--- src/hw/rtl/svc_pkg.sv ---
`timescale 1ns / 1ps
`default_nettype none
// ----------------------------------------------------------------------------
// Signed varint codec package
// Shared types, constants and small lookup functions for the controller,
// the datapath and the top level of the signed varint codec.
// ----------------------------------------------------------------------------
package svc_pkg;

  // Longest code in bytes.
  localparam int unsigned MaxBytes = 5;

  // Width of the collected-byte counter.
  localparam int unsigned CountW = 3;

  // Item kinds, shared by the input and the result side.
  typedef enum logic {
    KIND_ENC = 1'b0,
    KIND_DEC = 1'b1
  } kind_e;

  // Commands from the controller to the datapath.
  typedef struct packed {
    logic load_enc;  // Take a value and emit its first byte.
    logic step_enc;  // Emit the next byte of the value in flight.
    logic dec;       // Take one byte into the decoder.
  } svc_cmd_t;

  // Status from the datapath to the controller.
  typedef struct packed {
    logic more_first;  // The value at the input needs more than one byte.
    logic more_next;   // The byte about to go out is not the last one.
    logic dec_emit;    // The byte at the input completes a decode result.
  } svc_sts_t;

  // Bit position where the payload of a later byte lands in the decoder.
  function automatic logic [4:0] dec_shift(input logic [CountW-1:0] k);
    logic [4:0] s;
    begin
      case (k)
        3'd1:    s = 5'd6;
        3'd2:    s = 5'd13;
        3'd3:    s = 5'd20;
        3'd4:    s = 5'd27;
        default: s = 5'd0;
      endcase
      return s;
    end
  endfunction

  // Sign fill for a code that ended after k bytes; nothing is left to fill
  // once five bytes have covered all 32 bits.
  function automatic logic [31:0] fill_mask(input logic [CountW-1:0] k);
    logic [31:0] m;
    begin
      case (k)
        3'd1:    m = 32'hFFFF_FFC0;
        3'd2:    m = 32'hFFFF_E000;
        3'd3:    m = 32'hFFF0_0000;
        3'd4:    m = 32'hF800_0000;
        default: m = 32'h0000_0000;
      endcase
      return m;
    end
  endfunction

endpackage
`default_nettype wire

--- src/hw/rtl/svc_dp.sv ---
`timescale 1ns / 1ps
`default_nettype none
// ----------------------------------------------------------------------------
// Signed varint codec datapath
// Holds the encoder shift register, the decoder accumulator and the
// registered result beat. Acts on commands from the controller.
// ----------------------------------------------------------------------------
module svc_dp (
  input  wire                   clk_i,
  input  wire                   rst_ni,
  input  wire svc_pkg::svc_cmd_t cmd_i,
  output svc_pkg::svc_sts_t     sts_o,
  input  wire logic signed [31:0] value_i,
  input  wire logic [7:0]       byte_in_i,
  output logic                  result_kind_o,
  output logic [7:0]            byte_out_o,
  output logic signed [31:0]    decoded_o,
  output logic                  too_long_o,
  output logic                  last_o
);

  // Encoder: value shifted past the bytes already sent.
  logic signed [31:0] enc_q, enc_d;

  // Decoder state.
  logic [31:0]                  acc_q, acc_d;
  logic [svc_pkg::CountW-1:0]   cnt_q, cnt_d;
  logic                         sign_q, sign_d;

  // Result beat.
  logic                         rkind_q, rkind_d;
  logic [7:0]                   byte_q, byte_d;
  logic signed [31:0]           dec_q, dec_d;
  logic                         tl_q, tl_d;
  logic                         last_q, last_d;

  // Encoder terms for the first byte and for a later byte.
  logic signed [31:0] rest_first, rest_next;
  logic               more_first, more_next;

  // Decoder terms.
  logic [svc_pkg::CountW-1:0]   k_eff, k_new;
  logic                         first_byte;
  logic                         sign_nxt;
  logic [31:0]                  acc_nxt;
  logic [31:0]                  dec_val;
  logic                         too_long;
  logic                         dec_emit;

  // Encoder: an arithmetic shift drops the bits already sent; more bytes
  // follow while the rest is not pure sign.
  always_comb begin
    rest_first = value_i >>> 6;
    more_first = (rest_first != {32{value_i[31]}});
    rest_next  = enc_q >>> 7;
    more_next  = (rest_next != {32{enc_q[31]}});
  end

  // Decoder: merge one byte into the accumulator and build the result.
  always_comb begin
    k_eff      = (cnt_q >= svc_pkg::CountW'(svc_pkg::MaxBytes)) ? '0 : cnt_q;
    first_byte = (k_eff == '0);
    k_new      = k_eff + svc_pkg::CountW'(1);
    if (first_byte) begin
      sign_nxt = byte_in_i[6];
      acc_nxt  = {26'd0, byte_in_i[5:0]};
    end else begin
      sign_nxt = sign_q;
      acc_nxt  = acc_q | ({25'd0, byte_in_i[6:0]} << svc_pkg::dec_shift(k_eff));
    end
    too_long = byte_in_i[7] && (k_new == svc_pkg::CountW'(svc_pkg::MaxBytes));
    dec_emit = !byte_in_i[7] || too_long;
    dec_val  = acc_nxt | (sign_nxt ? svc_pkg::fill_mask(k_new) : 32'd0);
  end

  assign sts_o.more_first = more_first;
  assign sts_o.more_next  = more_next;
  assign sts_o.dec_emit   = dec_emit;

  // Next values of the working registers and of the result beat.
  always_comb begin
    enc_d   = enc_q;
    acc_d   = acc_q;
    cnt_d   = cnt_q;
    sign_d  = sign_q;
    rkind_d = rkind_q;
    byte_d  = byte_q;
    dec_d   = dec_q;
    tl_d    = tl_q;
    last_d  = last_q;
    if (cmd_i.load_enc) begin
      enc_d   = rest_first;
      rkind_d = svc_pkg::KIND_ENC;
      byte_d  = {more_first, value_i[31], value_i[5:0]};
      dec_d   = '0;
      tl_d    = 1'b0;
      last_d  = !more_first;
    end else if (cmd_i.step_enc) begin
      enc_d   = rest_next;
      rkind_d = svc_pkg::KIND_ENC;
      byte_d  = {more_next, enc_q[6:0]};
      dec_d   = '0;
      tl_d    = 1'b0;
      last_d  = !more_next;
    end else if (cmd_i.dec) begin
      if (dec_emit) begin
        // A finished or overlong code restarts the decoder.
        acc_d   = '0;
        cnt_d   = '0;
        sign_d  = 1'b0;
        rkind_d = svc_pkg::KIND_DEC;
        byte_d  = '0;
        dec_d   = too_long ? 32'sd0 : $signed(dec_val);
        tl_d    = too_long;
        last_d  = 1'b1;
      end else begin
        acc_d  = acc_nxt;
        cnt_d  = k_new;
        sign_d = sign_nxt;
      end
    end
  end

  // Decoder state is cleared by reset.
  always_ff @(posedge clk_i or negedge rst_ni) begin
    if (!rst_ni) begin
      acc_q  <= '0;
      cnt_q  <= '0;
      sign_q <= 1'b0;
    end else begin
      acc_q  <= acc_d;
      cnt_q  <= cnt_d;
      sign_q <= sign_d;
    end
  end

  // Payload registers need no reset.
  always_ff @(posedge clk_i) begin
    enc_q   <= enc_d;
    rkind_q <= rkind_d;
    byte_q  <= byte_d;
    dec_q   <= dec_d;
    tl_q    <= tl_d;
    last_q  <= last_d;
  end

  assign result_kind_o = rkind_q;
  assign byte_out_o    = byte_q;
  assign decoded_o     = dec_q;
  assign too_long_o    = tl_q;
  assign last_o        = last_q;

endmodule
`default_nettype wire

--- src/hw/rtl/svc_ctrl.sv ---
`timescale 1ns / 1ps
`default_nettype none
// ----------------------------------------------------------------------------
// Signed varint codec controller
// Sequences the bytes of an encode item and owns the handshakes of both
// channels and the valid flag of the result register.
// ----------------------------------------------------------------------------
module svc_ctrl (
  input  wire                 clk_i,
  input  wire                 rst_ni,
  input  wire                 in_valid_i,
  output logic                in_ready_o,
  input  wire logic           kind_i,
  output logic                out_valid_o,
  input  wire                 out_ready_i,
  output svc_pkg::svc_cmd_t   cmd_o,
  input  wire svc_pkg::svc_sts_t sts_i
);

  typedef enum logic {
    ST_IDLE,
    ST_ENC
  } state_e;

  state_e state_q, state_d;
  logic   out_valid_q, out_valid_d;
  logic   slot_free;
  logic   accept;
  logic   emit;

  // The result register can take a beat when empty or being drained.
  assign slot_free  = !out_valid_q || out_ready_i;
  assign in_ready_o = (state_q == ST_IDLE) && slot_free;
  assign accept     = in_valid_i && in_ready_o;

  // Commands to the datapath.
  always_comb begin
    cmd_o.load_enc = accept && (kind_i == svc_pkg::KIND_ENC);
    cmd_o.dec      = accept && (kind_i == svc_pkg::KIND_DEC);
    cmd_o.step_enc = (state_q == ST_ENC) && slot_free;
  end

  assign emit = cmd_o.load_enc || cmd_o.step_enc || (cmd_o.dec && sts_i.dec_emit);

  // Next state and result valid flag.
  always_comb begin
    state_d = state_q;
    unique case (state_q)
      ST_IDLE: begin
        if (cmd_o.load_enc && sts_i.more_first) begin
          state_d = ST_ENC;
        end
      end
      ST_ENC: begin
        if (cmd_o.step_enc && !sts_i.more_next) begin
          state_d = ST_IDLE;
        end
      end
      default: state_d = ST_IDLE;
    endcase
    if (emit) begin
      out_valid_d = 1'b1;
    end else if (out_ready_i) begin
      out_valid_d = 1'b0;
    end else begin
      out_valid_d = out_valid_q;
    end
  end

  always_ff @(posedge clk_i or negedge rst_ni) begin
    if (!rst_ni) begin
      state_q     <= ST_IDLE;
      out_valid_q <= 1'b0;
    end else begin
      state_q     <= state_d;
      out_valid_q <= out_valid_d;
    end
  end

  assign out_valid_o = out_valid_q;

endmodule
`default_nettype wire

--- src/hw/rtl/signed_varint_codec.sv ---
`timescale 1ns / 1ps
`default_nettype none
// ----------------------------------------------------------------------------
// Signed varint codec
// Encodes signed 32-bit integers into one to five bytes and decodes such
// byte streams back, one byte per decode item.
// ----------------------------------------------------------------------------
// An encode item yields one to five output bytes, the controller stepping
// the encoder shift register one byte per cycle while the result register
// is free; the next item is taken once the controller is idle again and
// the result register is free. A decode item is handled when it is accepted.
// Every result leaves through a single result register, so a stalled
// output holds off new items until that beat is taken. Decoder state
// survives encode items, so a partial code may be interleaved with encodes.
module signed_varint_codec (
  input  wire                     clk_i,
  input  wire                     rst_ni,
  input  wire                     in_valid_i,
  output logic                    in_ready_o,
  input  wire logic               kind_i,
  input  wire logic signed [31:0] value_i,
  input  wire logic [7:0]         byte_in_i,
  output logic                    out_valid_o,
  input  wire                     out_ready_i,
  output logic                    result_kind_o,
  output logic [7:0]              byte_out_o,
  output logic signed [31:0]      decoded_o,
  output logic                    too_long_o,
  output logic                    last_o
);

  svc_pkg::svc_cmd_t cmd;
  svc_pkg::svc_sts_t sts;

  // Sequencing and handshakes.
  svc_ctrl u_ctrl (
    .clk_i      (clk_i),
    .rst_ni     (rst_ni),
    .in_valid_i (in_valid_i),
    .in_ready_o (in_ready_o),
    .kind_i     (kind_i),
    .out_valid_o(out_valid_o),
    .out_ready_i(out_ready_i),
    .cmd_o      (cmd),
    .sts_i      (sts)
  );

  // Encoder, decoder and result register.
  svc_dp u_dp (
    .clk_i        (clk_i),
    .rst_ni       (rst_ni),
    .cmd_i        (cmd),
    .sts_o        (sts),
    .value_i      (value_i),
    .byte_in_i    (byte_in_i),
    .result_kind_o(result_kind_o),
    .byte_out_o   (byte_out_o),
    .decoded_o    (decoded_o),
    .too_long_o   (too_long_o),
    .last_o       (last_o)
  );

endmodule
`default_nettype wire
--- config.mk ---
export PLATFORM = sky130hd
export DESIGN_NAME = signed_varint_codec
export DESIGN_NICKNAME = d
export VERILOG_FILES = /design/src/hw/rtl/svc_pkg.sv /design/src/hw/rtl/svc_dp.sv /design/src/hw/rtl/svc_ctrl.sv /design/src/hw/rtl/signed_varint_codec.sv
export SDC_FILE = /design/constraint.sdc
export NUM_CORES = 1
export LEC_CHECK = 0
export ABC_AREA = 1
export BUFFER_PORTS_ARGS = -buffer_cell sky130_fd_sc_hd__buf_2
export CAP_MARGIN = 40
export CORE_MARGIN = 3
export CORE_UTILIZATION = 45
export DETAILED_ROUTE_END_ITERATION = 8
export PLACE_DENSITY = 0.66
export SLEW_MARGIN = 30
export SYNTH_ARGS = -nofsm -noshare
export SYNTH_HDL_FRONTEND = slang
export SYNTH_SLANG_ARGS = --single-unit
--- constraint.sdc ---
create_clock -name clk_i -period 3.5 [get_ports clk_i]
set_clock_uncertainty 0.1 [all_clocks]
set_input_delay 0.7 -clock clk_i [delete_from_list [all_inputs] [get_ports clk_i]]
set_output_delay 0.7 -clock clk_i [all_outputs]
set_load 0.005 [all_outputs]
==> metrics.log <==
[metrics] leakage power of the design: 2.993 nW
[metrics] Post-synth EDFFs: 36
[metrics] fraction of power consumed by sequential logic: 31.6%
[metrics] global-route wire length before repair: 24,250 um
[metrics] total number of H-tree levels: 3
[metrics] minimum clock period after layout: 3.152 ns
[metrics] combinational share of power: 50.9%
[metrics] cell with the most instances after synthesis: sky130_fd_sc_hd__nand2_1
[metrics] class of the worst hold path: in2async
[metrics] finished layout cell area: 0.006404 sq mm
[metrics] area growth from synthesis to layout: 16.37%
[metrics] max-slew violation count: 0
[metrics] WP buf/inv: 3
[metrics] # clock sinks: 108
[metrics] cell types occupying the most area after synthesis: sky130_fd_sc_hd__edfxtp_1 (20%), sky130_fd_sc_hd__dfrtp_1 (17%), sky130_fd_sc_hd__nand2_1 (15%)
[metrics] final sum of negative setup slack: 0 ns
[metrics] ratio of final minimum period to clock period: 90.05%
[metrics] total nets after synthesis: 747
[metrics] Synth top cells by count: sky130_fd_sc_hd__nand2_1 (221), sky130_fd_sc_hd__inv_1 (71), sky130_fd_sc_hd__nand3_1 (53), sky130_fd_sc_hd__dfrtp_1 (38)
[metrics] cts bufs inserted: 9
[metrics] total gr overflow: 0
[metrics] Setup-failing EPs final: 0
[metrics] status: complete, no violations
[metrics] effective utilization at floorplan: 47.18%
[metrics] number of resized instances in the post-cts repair step: 0
[metrics] average via count per standard cell: 5.466
[metrics] max_cap viols: 0
[metrics] Hold Fails Final Rpt: 0
[metrics] setup repair after global routing missed its margin: false
[metrics] Top Ports: 90
[metrics] number of distinct library cells after synthesis: 38
[metrics] global routing usage summed across all routing layers: 22.63%
[metrics] Core Area: 0.01166 sq mm
[metrics] crit-path leading delay family: simple AND/OR/NAND/NOR gates
[metrics] Die Area: 0.01359 sq mm
[metrics] diode insertion count for antenna repair: 0
[metrics] fraction of power spent switching nets: 46.24%
[metrics] weighted congestion at the end of routability-driven global placement: 0.9110
[metrics] leading register cell type out of synthesis: sky130_fd_sc_hd__dfrtp_1
[metrics] final routed DRC violation total: 0
[metrics] worst-case clock buffer depth: 2
[metrics] total number of yosys warnings: 0
[metrics] Max transition margin: 51.27%
[metrics] critical path type: reg2reg
[metrics] share of final-layout standard cells stronger than drive strength 1: 18.47%
[metrics] part of the total power dissipated in the clock network: 17.5%
[metrics] pin count of the biggest net entering global routing: 50
[metrics] proportion of register bits with asynchronous set or reset after synthesis: 35.19%
[metrics] Clock transition at path regs: 0.07 ns
[metrics] number of placement rows: 39
[metrics] violation count after the first detailed-route iteration: 336
[metrics] portion of the post-synthesis area used by sequential elements: 49.30%
[metrics] WP data arrival: 3.33 ns
[metrics] final routed wirelength across all metal layers: 14,810 um
[metrics] Post-Synthesis Cell Area: 0.005503 sq mm
[metrics] DR WL/cell: 15.96 um
[metrics] HPWL after detailed placement: 10,900 um
[metrics] top achievable clock speed: 0.3173 GHz
[metrics] number of detailed-route iterations in the first pass: 5
[metrics] Port-buffer cells: 89
[metrics] hold buffer count at cts: 0
[metrics] list of cells traversed by the critical path: nor2_4 > nor2_1 > nor2_1 > inv_1 > ha_1 > inv_1 > nand3_4 > nand2_4 > nand2_4 > nand2_4 > inv_2 > nand3_1 > nand3_1 > o21ai_1 > nand2_1 > nand2_1 > nand2_1 > a21oi_1
[metrics] placed inst area: 0.006117 sq mm
[metrics] setup repair bufs after CTS: 0
[metrics] crit path capture type: flop
[metrics] Die W: 116.6 um
[metrics] Critical Path Start Type: flop
[metrics] TritonCTS clock tree: yes
[metrics] cell-internal power: 2.988 mW
[metrics] Worst-Margin Slew: 0.7261 ns
[metrics] worst path required time: 3.68 ns
[metrics] gate count after technology mapping: 696
[metrics] total of flip-flops plus latches after synthesis: 108
[metrics] Yosys top cell area share: 19.65%
[metrics] Final #Nets: 831
[metrics] via total after detailed routing: 5,072
[metrics] syn_area_per_cell: 7.906 sq um
[metrics] cell at the root of the clock tree: sky130_fd_sc_hd__clkbuf_16
[metrics] maximum single-stage delay on the critical path: 0.42 ns
[metrics] maximum fanout count along the critical path: 19
[metrics] die outline height: 116.6 um
[metrics] power per cell area: 867.9 mW/mm^2
[metrics] library cell with the largest summed area after synthesis: sky130_fd_sc_hd__edfxtp_1
[metrics] VDD IR-drop max: 342.2 uV
[metrics] clock insertion delay at the later pin of the skew report: 0.35 ns
[metrics] Net Sw Power: 2.570 mW
[metrics] number of antenna violations at the first check in global routing: 0
[metrics] core utilization of the finished layout: 54.91%
[metrics] vias in the first global route: 4,962
[metrics] Critical Path Slowest Stage Cell: sky130_fd_sc_hd__dfrtp_1
[metrics] ANT nets after route: 0
[sequential cells by signal, summed over array words and instances (netlist names)]
register,flops
u_dp.acc_q,32
u_dp.decoded_o,32
u_dp.enc_q,27
u_dp.byte_out_o,8
u_dp.cnt_q,3
u_ctrl.out_valid_o,1
u_ctrl.state_q,1
u_dp.last_o,1
u_dp.result_kind_o,1
u_dp.sign_q,1
u_dp.too_long_o,1
[per-stage QoR]
stage | setup WS [ns] | hold slack (ns) | power, mW | std cells
6_report | 0.3482 | 0.1756 | 5.558 | 928
4_1_cts | 0.3501 | 0.1807 | 5.554 | 928
3_3_place_gp | 0.5194 | 0.3346 | 4.524 | 911
2_1_floorplan | 0.8906 | 0.3044 | 3.842 | 696
3_5_place_dp | 0.3625 | 0.3473 | 4.575 | 912
5_1_grt | 0.007741 | 0.1809 | 6.013 | 928
[worst register-to-register path, cell delays in order, from the launching register on]
cell and delay (ns):
sky130_fd_sc_hd__dfrtp_1 0.42, sky130_fd_sc_hd__nor2_4 0.17, sky130_fd_sc_hd__nor2_1 0.07, sky130_fd_sc_hd__nor2_1 0.21
sky130_fd_sc_hd__inv_1 0.13, sky130_fd_sc_hd__ha_1 0.21, sky130_fd_sc_hd__inv_1 0.15, sky130_fd_sc_hd__nand3_4 0.19
sky130_fd_sc_hd__nand2_4 0.26, sky130_fd_sc_hd__nand2_4 0.09, sky130_fd_sc_hd__nand2_4 0.16, sky130_fd_sc_hd__inv_2 0.12
sky130_fd_sc_hd__nand3_1 0.13, sky130_fd_sc_hd__nand3_1 0.15, sky130_fd_sc_hd__o21ai_1 0.18, sky130_fd_sc_hd__nand2_1 0.09
sky130_fd_sc_hd__nand2_1 0.08, sky130_fd_sc_hd__nand2_1 0.06, sky130_fd_sc_hd__a21oi_1 0.13
[cells by family after synthesis]
family / synth area share (%)
flip-flops: 49.30
AND/OR/NAND/NOR: 27.33
buffers and inverters: 7.799
AO/OA/AOI/OAI: 14.21
adder cells (fa/ha/maj): 1.364
[cell type report]
cell class                 instances  area (sq um)
sequential                       108          2713
inverter                          79         296.5
multi-input combinational        481          2369
tap                              143         178.9
timing repair buffer             101         560.5
fill                            1127          5259
clock inverter                     6         47.55
clock buffer                      10         239.0
[power groups by stage]
stage	clock (mW)	sequential, mW	combinational, mW
after CTS	0.993	1.76	2.81
after global routing	1.04	1.79	3.19
final	0.975	1.75	2.83
after detailed placement	0	1.78	2.79
after floorplan	0	1.76	2.08
after global placement	0	1.77	2.75
[placed cells by master (no fill, tap or decap), types with 2 or more instances in the layout]
cell type and n:
sky130_fd_sc_hd__clkbuf_16 9, sky130_fd_sc_hd__a21oi_1 35, sky130_fd_sc_hd__o21ai_0 36, sky130_fd_sc_hd__edfxtp_1 36
sky130_fd_sc_hd__dfxtp_1 34, sky130_fd_sc_hd__nand2_4 6, sky130_fd_sc_hd__buf_4 10, sky130_fd_sc_hd__nand2_1 220
sky130_fd_sc_hd__clkinv_4 2, sky130_fd_sc_hd__buf_2 89, sky130_fd_sc_hd__nor2_1 15, sky130_fd_sc_hd__inv_2 7
sky130_fd_sc_hd__nand2_2 3, sky130_fd_sc_hd__a22o_1 6, sky130_fd_sc_hd__o211ai_1 4, sky130_fd_sc_hd__nand3_2 3
sky130_fd_sc_hd__o41ai_1 2, sky130_fd_sc_hd__a31oi_1 2, sky130_fd_sc_hd__ha_1 6, sky130_fd_sc_hd__o22ai_1 25
sky130_fd_sc_hd__buf_12 2, sky130_fd_sc_hd__dfrtp_1 38, sky130_fd_sc_hd__nor2_2 3, sky130_fd_sc_hd__nor2_4 2
sky130_fd_sc_hd__o21ai_1 21, sky130_fd_sc_hd__nor3_1 9, sky130_fd_sc_hd__nor4_1 8, sky130_fd_sc_hd__nand3_1 53
sky130_fd_sc_hd__inv_1 71, sky130_fd_sc_hd__nand4_1 14
[final timing paths]
check | start | end | slack [ns] | cells past startpoint
hold / removal | rst_ni | u_dp.sign_q | 0.18 | 1
setup / recovery | u_dp.cnt_q[0] | u_dp.decoded_o[9] | 0.35 | 18
max in group asynchronous | rst_ni | u_dp.acc_q[10] | 2.64 | 2
setup reg to reg | u_dp.cnt_q[0] | u_dp.decoded_o[9] | 0.35 | 18
min in group clk_i | u_dp.result_kind_o | u_dp.result_kind_o | 0.35 | 2
hold reg to reg | u_dp.result_kind_o | u_dp.result_kind_o | 0.35 | 2
[metal layers]
layer / track usage (%) / share of wire [%] / up-vias
met4: 6.498 / 1.9 / 0
met2: 36.50 / 47 / 154
met5: 0 / 0 / -
li1: - / - / 2504
met1: 31.03 / 46 / 2385
met3: 4.663 / 5.3 / 29
(Power assumes the default switching activity.)
